`config.mk`:
```
export PLATFORM = sky130hd
export DESIGN_NAME = shta_ctrl
export DESIGN_NICKNAME = d
export VERILOG_FILES = /design/src/shta_pkg.sv /design/src/shta_ctrl.sv
export SDC_FILE = /design/constraint.sdc
export NUM_CORES = 1
export LEC_CHECK = 0
export BUFFER_PORTS_ARGS = -buffer_cell sky130_fd_sc_hd__buf_4
export CORE_AREA = 4 4 41 43
export CTS_BUF_LIST = sky130_fd_sc_hd__clkbuf_16
export CTS_CLUSTER_DIAMETER = 50
export DETAILED_ROUTE_END_ITERATION = 16
export DIE_AREA = 0 0 45 47
export GPL_ROUTABILITY_DRIVEN = 0
export GPL_TIMING_DRIVEN = 0
export PLACE_DENSITY = 0.72
export SLEW_MARGIN = 20
export SYNTH_ARGS = -nofsm -noshare
export SYNTH_HDL_FRONTEND = slang
export SYNTH_SLANG_ARGS = --single-unit
```
`constraint.sdc`:
```
create_clock -name clk -period 2.3 [get_ports clk]
set_input_delay 0.345 -clock clk [delete_from_list [all_inputs] [get_ports clk]]
set_output_delay 0.345 -clock clk [all_outputs]
set_load 0.02 [all_outputs]
```
`src/shta_pkg.sv`:
```
// Package for the symbol hash table: sizes, item structs, status codes and
// the controller/datapath command and status bundles. No dependencies.
package shta_pkg;

  localparam int SLOT_BITS      = 12;
  localparam int SLOT_COUNT     = 1 << SLOT_BITS;
  localparam int ARENA_BYTES    = 128 * 1024;
  localparam int PROBE_LIMIT    = 8;
  localparam int MAX_NAME_BYTES = 16'hFFFF;

  localparam int FILL_W = $clog2(ARENA_BYTES + 1);
  localparam int STEP_W = $clog2(PROBE_LIMIT + 1);
  localparam int KEY_W  = 32;
  localparam int OFF_W  = 17;
  localparam int SIZE_W = 16;
  localparam int LEN_W  = 17;
  localparam int ROW_W  = KEY_W + OFF_W + SIZE_W;

  localparam logic [31:0] FIB_MULT = 32'd2654435761;

  typedef enum logic {
    OP_INSERT = 1'b0,
    OP_LOOKUP = 1'b1
  } op_e_t;

  typedef enum logic [2:0] {
    ST_STORED      = 3'd0,
    ST_KNOWN       = 3'd1,
    ST_INVALID     = 3'd2,
    ST_ARENA_FULL  = 3'd3,
    ST_WINDOW_FULL = 3'd4,
    ST_FOUND       = 3'd5,
    ST_NOT_FOUND   = 3'd6
  } status_e_t;

  typedef enum logic [1:0] {
    SRC_NONE = 2'd0,
    SRC_MEM  = 2'd1,
    SRC_FILL = 2'd2
  } res_src_t;

  typedef struct packed {
    logic              operation;
    logic [KEY_W-1:0]  address;
    logic [LEN_W-1:0]  name_length;
  } in_item_t;

  typedef struct packed {
    logic [2:0]        status;
    logic [OFF_W-1:0]  arena_offset;
    logic [SIZE_W-1:0] name_bytes;
  } out_item_t;

  typedef struct packed {
    logic      load_in;
    logic      hash_en;
    logic      rd_inc;
    logic      step_inc;
    logic      clr_wr;
    logic      slot_wr;
    logic      res_load;
    status_e_t res_code;
    res_src_t  res_src;
  } dp_cmd_t;

  typedef struct packed {
    logic is_lookup;
    logic addr_zero;
    logic len_bad;
    logic hit;
    logic empty;
    logic last;
    logic arena_ok;
    logic clr_last;
  } dp_stat_t;

endpackage

```
`src/shta_ctrl.sv`:
```
// Controller of the symbol hash table: sequences the clearing pass, hashing,
// probing, slot write and result strobe. Depends on shta_pkg.
module shta_ctrl (
  input  logic               clk,
  input  logic               rst_n,
  input  logic               start,
  output logic               busy,
  output logic               out_valid,
  input  shta_pkg::dp_stat_t stat,
  output shta_pkg::dp_cmd_t  cmd
);
  import shta_pkg::*;

  typedef enum logic [6:0] {
    S_IDLE  = 7'b0000001,
    S_CLEAR = 7'b0000010,
    S_HASH  = 7'b0000100,
    S_ISSUE = 7'b0001000,
    S_PROBE = 7'b0010000,
    S_WRITE = 7'b0100000,
    S_DONE  = 7'b1000000
  } state_t;

  state_t state_r;
  state_t state_nxt;

  always_ff @(posedge clk) begin
    if (!rst_n) begin
      state_r <= S_CLEAR;
    end else begin
      state_r <= state_nxt;
    end
  end

  always_comb begin
    state_nxt    = state_r;
    cmd          = '0;
    cmd.res_code = ST_NOT_FOUND;
    cmd.res_src  = SRC_NONE;
    unique case (state_r)
      S_IDLE: begin
        if (start) begin
          cmd.load_in = 1'b1;
          state_nxt   = S_HASH;
        end
      end
      S_CLEAR: begin
        cmd.clr_wr = 1'b1;
        if (stat.clr_last) begin
          state_nxt = S_IDLE;
        end
      end
      S_HASH: begin
        if (stat.is_lookup && stat.addr_zero) begin
          cmd.res_load = 1'b1;
          state_nxt    = S_DONE;
        end else if (!stat.is_lookup && (stat.addr_zero || stat.len_bad)) begin
          cmd.res_load = 1'b1;
          cmd.res_code = ST_INVALID;
          state_nxt    = S_DONE;
        end else begin
          cmd.hash_en = 1'b1;
          state_nxt   = S_ISSUE;
        end
      end
      S_ISSUE: begin
        cmd.rd_inc = 1'b1;
        state_nxt  = S_PROBE;
      end
      S_PROBE: begin
        cmd.rd_inc = 1'b1;
        if (stat.hit) begin
          cmd.res_load = 1'b1;
          if (stat.is_lookup) begin
            cmd.res_code = ST_FOUND;
            cmd.res_src  = SRC_MEM;
          end else begin
            cmd.res_code = ST_KNOWN;
          end
          state_nxt = S_DONE;
        end else if (stat.empty) begin
          if (!stat.is_lookup && stat.arena_ok) begin
            state_nxt = S_WRITE;
          end else begin
            cmd.res_load = 1'b1;
            cmd.res_code = stat.is_lookup ? ST_NOT_FOUND : ST_ARENA_FULL;
            state_nxt    = S_DONE;
          end
        end else if (stat.last) begin
          cmd.res_load = 1'b1;
          if (stat.is_lookup) begin
            cmd.res_code = ST_NOT_FOUND;
          end else begin
            cmd.res_code = stat.arena_ok ? ST_WINDOW_FULL : ST_ARENA_FULL;
          end
          state_nxt = S_DONE;
        end else begin
          cmd.step_inc = 1'b1;
        end
      end
      S_WRITE: begin
        cmd.slot_wr  = 1'b1;
        cmd.res_load = 1'b1;
        cmd.res_code = ST_STORED;
        cmd.res_src  = SRC_FILL;
        state_nxt    = S_DONE;
      end
      S_DONE: begin
        state_nxt = S_IDLE;
      end
      default: begin
        state_nxt = S_IDLE;
      end
    endcase
  end

  assign busy      = (state_r != S_IDLE);
  assign out_valid = (state_r == S_DONE);

endmodule
```
Word-level counts from Yosys, hierarchy flattened
Index checks and enable logic that the tools add are counted.
{"block": "totals", "regBits": 7, "out_inout_bits": 14, "elab_cells": 55}
{"block": "op_classes", "eq_ne": 11, "mux": 36, "reduce_logical": 7}
{"cell": "$mux W7", "n": 8}
{"cell": "$pmux W7 S6", "n": 1}
{"cell": "$mux W4", "n": 5}
{"cell": "$mux W3", "n": 5}
{"cell": "$mux W1", "n": 14}
{"cell": "$pmux W4 S3", "n": 1}
{"cell": "$eq A7 B1 Y1 const B", "n": 1}
{"cell": "$eq A7 B2 Y1 const B", "n": 1}
{"cell": "$eq A7 B3 Y1 const B", "n": 1}
{"cell": "$eq A7 B4 Y1 const B", "n": 1}
{"cell": "$eq A7 B5 Y1 const B", "n": 1}
{"cell": "$eq A7 B6 Y1 const B", "n": 1}
{"cell": "$eq A7 B7 Y1 const B", "n": 1}
{"cell": "$ne A7 B1 Y1 const B", "n": 1}
{"cell": "$ne A2 B2 Y1 const B", "n": 2}
{"cell": "$ne A4 B4 Y1 const B", "n": 1}
{"cell": "$pmux W2 S2", "n": 1}
{"cell": "$logic_and A1 B1 Y1", "n": 3}
{"cell": "$reduce_and A3 Y1", "n": 1}
{"cell": "$mux W2", "n": 1}
{"cell": "$reduce_or A2 Y1", "n": 1}
{"cell": "$logic_not A1 Y1", "n": 1}
{"cell": "$logic_or A1 B1 Y1", "n": 1}

Depth between registers and ports, before layout
Gate-level depths: netlist of the first run.
{"block": "logic_depth", "depth_word": 6, "depth_mapped": 4, "ltp_nobuf": 4}

Worst setup path before layout of the first run
Ideal clock, no wire load.
{"block": "synth_path", "path_kind": "register to output", "start": "register state_r[3]", "end": "output cmd[8] (netlist name)", "arrival_time_ns": 1.477, "required_time_ns": 1.955, "path_slack_ns": 0.478, "path_stages_with_launch": 5, "cell_sequence": "dfxtp_1 > nor4_4 > nand3b_4 > or4_4 > inv_1"}
{"item": "start: declaration", "line": "shta_ctrl.sv:24", "source": "state_t state_r;"}
{"item": "start signal: assignment", "line": "shta_ctrl.sv:31", "source": "state_r <= state_nxt;"}
{"item": "end: declaration", "line": "shta_ctrl.sv:10", "source": "output shta_pkg::dp_cmd_t cmd"}

==> summary.md, run 1 <==
| Metric | Value |
|---|---|
| Status | `complete, no violations` |
| Worst R2R Setup Slack | `760 ps` |
| CP Class | `register to output pin` |
| DP HPWL | `1.04 mm` |
| Total number of vias | `600` |
| Clk pin slew, worst setup/hold paths | `30 ps` |
| Antenna violations before repair | `0` |
| Seq pwr share | `27.0%` |
| Area grow syn2layout | `56.0%` |
| Layout cells sized above 1 | `35.4%` |
| Largest net degree at the start of global routing | `11` |
| Rows | `13` |
| # fillers | `125` |
| Clk sinks | `7` |
| Gr ovfl total | `0` |
| Largest delay share family, worst path | `simple AND/OR/NAND/NOR gates` |
| VDD IR-drop max | `0.000740 V` |
| Top cells by area, synth | `dfxtp_1 (26%), nor2_1 (8.5%), nor2b_1 (8.3%)` |
| Diodes inserted | `0` |
| CP max stage cell | `or4_4` |
| Top_reg_cell synth | `dfxtp_1` |
| Slew margin rel. | `63.7%` |
| Hold Path Origin | `stat[0]` |
| H-Tree Depth | `1` |
| Final wirelength | `1.37 mm` |
| Initial DRC Count | `15` |
| Port bufs | `24` |
| Gate Count Post-Synth | `69` |
| RSZ-0062 raised after global routing | `false` |
| Syn Area/Cell | `7.67 sq um` |
| Syn Nets | `80` |
| Die Height | `47 microns` |
| Number of max-cap violations | `0` |
| FF-to-FF path depth | `5` |
| Most common cell in the netlist | `nor2_1` |
| Total Neg Setup Slack | `0 ps` |
| Yosys warnings | `0` |
| TritonRoute pass-1 iters | `4` |
| Biggest regs | `state_r: 7 flops` |
| Overall Power | `0.000486 W` |
| Critical Path Sink Type | `output pin` |
| CP Data Required Time | `1960 ps` |
| Pre-CTS WS | `292 ps` |
| First-pass GRT wire length | `2.22 mm` |
| Top Ports | `25` |
| Max FO, Critical Path | `6` |
| Hold Path Depth | `2` |
| Total GRT Usage | `14.3%` |
| Psw | `0.0000990 W` |
| Critical path arrival | `1780 ps` |
| Power Dens Cells | `589 nW/um^2` |
| R2R Path Start | `state_r[1]` |
| Hold Path End | `state_r[1]` |
| Switching share of power | `20.4%` |
| Via/cell ratio | `5.26` |
| Worst path cell trace | `nor4_4, buf_4, nand3b_4, or4_4, inv_1, buf_4` |
| Internal power | `0.000387 W` |
| Largest area contributor in the netlist | `dfxtp_1` |
| Final hold violation count | `0` |
| Post-detailed-route count of antenna-violating nets | `0` |
| Max Freq | `472 MHz` |
| Die width | `45 microns` |
| Setup Skew | `1.06 ps` |
| Final net count | `111` |
| Lkg Pwr | `0.445 nW` |
| Initial core utilization | `40.7%` |
| Fin. max-slew vios | `0` |
| Combinational share of power | `14.5%` |
| CP startpoint kind | `register` |
| Hold Buf Count CTS | `0` |
| Die Area | `2120 sq um` |
| Setup Viol. Count Final | `0` |
| Worst hold path type | `input pin to register` |
| Post-DR wirelength/cell | `12.0 microns` |
| Synth Register Bits | `7` |
| Period utilization | `92.2%` |
| DRC | `0` |
| Synth top cells by count | `nor2_1 (12), dfxtp_1 (7), nor2b_1 (7)` |
| Most used cell, CP | `buf_4` |
| Root Driver | `clkbuf_16` |
| Max reg flops | `7` |
| Clock power frac | `58.5%` |
| Slew @ Worst Pin | `543 ps` |
| Synth cell types | `30` |
| R2R Path End | `state_r[4]` |
| Mapped Area | `529 sq um` |
| Top cell type's share of synthesized area | `26.5%` |
| Biggest register | `state_r` |
| Number of flops mapped to enable cells by yosys | `0` |
| TritonCTS clock tree | `done` |
| Number of global-route vias before repair | `531` |
| Max clock buf depth | `2` |
| CP max stage delay | `440 ps` |
| Setup ws final | `180 ps` |
| Core area | `1300 sq um` |
| Synth async-reset ratio | `0%` |
| Total CTS buffers | `3` |
| Minimum clock period | `2120 ps` |
| Clk_lat worst skew | `230 ps` |
| CP bufs+invs | `3` |
| Post-synthesis sequential area ratio | `26.5%` |
timing repair:
item                       CTS  global route
buffers inserted             0             2
setup endpoints to repair    0             2
resized for setup            0             2
how the worst max path moves through the flow:
stage,cells after the start,endpoint,from
2_1_floorplan,4,cmd[8],state_r[3]
3_5_place_dp,6,cmd[5],stat[7]
5_1_grt,5,cmd[5],state_r[5]
3_3_place_gp,5,cmd[8],state_r[3]
4_1_cts,5,cmd[8],state_r[3]
6_report,6,cmd[8],state_r[1]
cell usage in the layout (no fill, tap or decap), types with 2 or more instances in the layout:
| cell | synthesis | layout |
|---|---|---|
| buf_4 | 0 | 26 |
| nor2_1 | 12 | 12 |
| dfxtp_1 | 7 | 7 |
| nor2b_1 | 7 | 6 |
| inv_1 | 5 | 6 |
| nand2_1 | 5 | 5 |
| and3_1 | 3 | 3 |
| o21ai_0 | 3 | 3 |
| clkbuf_16 | 0 | 3 |
| a211oi_1 | 2 | 2 |
| a21boi_2 | 2 | 2 |
| nand4_1 | 2 | 2 |
| nor3_1 | 2 | 2 |
metal layers:
| metal | track usage (%) | vias to the layer above | part of all wire [%] |
|---|---|---|---|
| met3 | 5.75 | 2 | 5.8 |
| met2 | 22.3 | 18 | 48 |
| li1 | - | 309 | - |
| met4 | 3.51 | 0 | 0.95 |
| met1 | 18.4 | 271 | 45 |
| met5 | 0 | - | 0 |
kinds of logic after synthesis:
kind of cell / count (synthesis) / synth area share (%)
AND/OR/NAND/NOR: 42 / 48.9
AO/OA/AOI/OAI: 14 / 20.3
flip-flops: 7 / 26.5
buffers and inverters: 6 / 4.26
per-stage QoR:
stage | cells | utilization, % | cell area [sq um] | hold WS (ps)
after floorplan | 69 | - | 529 | 467
after detailed placement | 108 | 56.0 | 728 | 592
final | 114 | 63.5 | 826 | 362
after CTS | 112 | 62.0 | 807 | 359
after global placement | 108 | 56.0 | 728 | 584
after global routing | 114 | 63.5 | 826 | 363
area by class of cell:
class	count	area, sq um	share of cell area (%)
multi-input combinational	56	370	44.8
timing repair buffer	26	195	23.6
sequential	7	140	17.0
clock buffer	3	75.1	9.09
inverter	5	18.8	2.27
tap	15	18.8	2.27
clock inverter	1	3.75	0.455
buffer	1	3.75	0.455
power groups by stage:
stage | logic [W] | clock network [W] | registers (W)
2_1_floorplan | 0.0000345 | 0 | 0.000132
3_3_place_gp | 0.0000635 | 0 | 0.000133
3_5_place_dp | 0.0000647 | 0 | 0.000133
4_1_cts | 0.0000651 | 0.000289 | 0.000131
5_1_grt | 0.0000775 | 0.000297 | 0.000132
6_report | 0.0000706 | 0.000284 | 0.000131
Power figures use the tool's default switching activity.
==> run 2: changes to the inputs <==
--- a/config.mk
+++ b/config.mk
@@ -13,7 +13,7 @@
 export DIE_AREA = 0 0 45 47
 export GPL_ROUTABILITY_DRIVEN = 0
 export GPL_TIMING_DRIVEN = 0
-export PLACE_DENSITY = 0.72
+export PLACE_DENSITY = 0.7
 export SLEW_MARGIN = 20
 export SYNTH_ARGS = -nofsm -noshare
 export SYNTH_HDL_FRONTEND = slang
==> run 2 against run 1 <==
Cell count unchanged. Total power up 1.4%. Core utilization down 0.096 points. Routed wire length up 0.36%. Via count unchanged. Critical path type unchanged. Largest power group unchanged.
==> summary.md, run 2 (same netlist as run 1, synthesis figures left out) <==
| Metric | Value |
|---|---|
| Largest delay share family, worst path | `simple AND/OR/NAND/NOR gates` |
| H-Tree Depth | `1 (unchanged)` |
| Total GRT Usage | `14.8% (+0.55 points)` |
| Biggest register | `state_r` |
| VDD IR-drop max | `0.000506 V (-32%)` |
| Status | `complete, no violations` |
| Max Freq | `457 MHz (-3.2%)` |
| Number of global-route vias before repair | `532 (+0.19%)` |
| Hold Buf Count CTS | `0 (unchanged)` |
| CP bufs+invs | `2 (-1)` |
| Largest net degree at the start of global routing | `11 (unchanged)` |
| Worst hold path type | `input pin to register` |
| Die width | `45 microns (unchanged)` |
| Biggest regs | `state_r: 7 flops` |
| Power Dens Cells | `598 nW/um^2 (+1.6%)` |
| DP HPWL | `1.07 mm (+2.4%)` |
| Via/cell ratio | `5.26 (unchanged)` |
| Total Neg Setup Slack | `0 ps (unchanged)` |
| CP Data Required Time | `1960 ps (about the same)` |
| CP max stage cell | `or4_4` |
| TritonRoute pass-1 iters | `4 (unchanged)` |
| Worst path cell trace | `nor4_4, nand3b_4, or4_4, inv_1, buf_4` |
| Area grow syn2layout | `55.8%` |
| Diodes inserted | `0 (unchanged)` |
| Period utilization | `95.2% (+3.0 points)` |
| Layout cells sized above 1 | `35.4% (unchanged)` |
| Clk sinks | `7 (unchanged)` |
| Cell depth of the worst setup path | `5 (-1)` |
| Root Driver | `clkbuf_16` |
| Antenna violations before repair | `0 (unchanged)` |
| Slew margin rel. | `61.2% (-2.5 points)` |
| Gr ovfl total | `0 (unchanged)` |
| Critical path arrival | `1840 ps (+60 ps)` |
| Clk_lat worst skew | `230 ps (about the same)` |
| Die Height | `47 microns (unchanged)` |
| Fin. max-slew vios | `0 (unchanged)` |
| Minimum clock period | `2190 ps (+69.1 ps)` |
| Slew @ Worst Pin | `567 ps (+23.8 ps)` |
| Setup Skew | `2.11 ps (+1.06 ps)` |
| Clk pin slew, worst setup/hold paths | `40 ps (about the same)` |
| Most common cell after layout, fill and taps aside | `buf_4` |
| Post-DR wirelength/cell | `12.1 microns (+0.36%)` |
| Initial core utilization | `40.7% (unchanged)` |
| Most frequent cells in the layout | `buf_4 (26), nor2_1 (12), dfxtp_1 (7)` |
| CP max stage delay | `450 ps (about the same)` |
| RSZ-0062 raised after global routing | `false` |
| Die Area | `2120 sq um (unchanged)` |
| # fillers | `137 (+9.6%)` |
| Post-detailed-route count of antenna-violating nets | `0 (unchanged)` |
| Critical Path Sink Type | `output pin` |
| Lkg Pwr | `0.445 nW (about the same)` |
| CP Class | `register to output pin` |
| Max FO, Critical Path | `6 (unchanged)` |
| WHS | `340 ps (-22.1 ps)` |
| Max reg flops | `7 (unchanged)` |
| Top Ports | `25 (unchanged)` |
| Rows | `13 (unchanged)` |
| Port bufs | `24 (unchanged)` |
| Setup Viol. Count Final | `0 (unchanged)` |
| Final wirelength | `1.38 mm (+0.36%)` |
| Hold Path Depth | `2 (unchanged)` |
| TritonCTS clock tree | `done` |
| DRC | `0 (unchanged)` |
| First-pass GRT wire length | `2.24 mm (+0.95%)` |
| Overall Power | `0.000493 W (+1.4%)` |
| Max clock buf depth | `2 (unchanged)` |
| Final hold violation count | `0 (unchanged)` |
| Total CTS buffers | `3 (unchanged)` |
| FF-to-FF path depth | `4 (-1)` |
| Total number of vias | `600 (unchanged)` |
| Final net count | `111 (unchanged)` |
| Initial DRC Count | `21 (+6)` |
| CP startpoint kind | `register` |
| Core area | `1300 sq um (unchanged)` |
| Number of max-cap violations | `0 (unchanged)` |
run 2: cell counts in the layout (fill, tap and decap cells not counted):
No cell type changed its count.
run 2: metrics by stage:
| stage | area (sq um) | setup WS [ps] | cells | util (%) |
|---|---|---|---|---|
| 6_report | 825 | 111 | 114 | 63.4 |
| 5_1_grt | 825 | 14.1 | 114 | 63.4 |
| 4_1_cts | 807 | 49.1 | 112 | 62.0 |
| 3_5_place_dp | 728 | 292 | 108 | 56.0 |
| 3_3_place_gp | 728 | 310 | 108 | 56.0 |
| 2_1_floorplan | 529 | 478 | 69 | - |
run 2: power breakdown:
part	internal, W	switching, W	total (W)
Clock	0.000226	0.0000663	0.000292
Sequential	0.000126	0.00000551	0.000131
Combinational	0.0000354	0.0000338	0.0000691
run 2: worst paths after layout:
kind / from / end / slack, ps
setup / recovery: state_r[1] / cmd[8] / 110
hold / removal: stat[0] / state_r[1] / 340
setup reg to reg: state_r[1] / state_r[4] / 680
hold reg to reg: state_r[1] / state_r[1] / 630
run 2: layer usage:
| metal | vias to the layer above | track usage [%] | part of all wire (%) |
|---|---|---|---|
| met4 | 0 | 6.43 | 0 |
| met5 | - | 0 | 0 |
| met1 | 271 | 18.6 | 47 |
| met3 | 0 | 5.75 | 5.5 |
| met2 | 16 | 22.6 | 48 |
| li1 | 313 | - | - |
run 2: area by class of cell:
class	count	area, sq um	share of cell area (%)
clock inverters	1	3.75	0.455
inverters	5	18.8	2.28
clock buffers	3	75.1	9.10
well taps	15	18.8	2.28
flip-flops and latches	7	140	17.0
repair buffers	26	195	23.7
multi-input cells	56	369	44.8
plain buffers	1	3.75	0.455
run 2: repair_timing:
| action | CTS | global route |
|---|---|---|
| endpoints found under the setup margin | 0 | 1 |
| gates resized for setup | 0 | 1 |
| setup buffers | 0 | 2 |
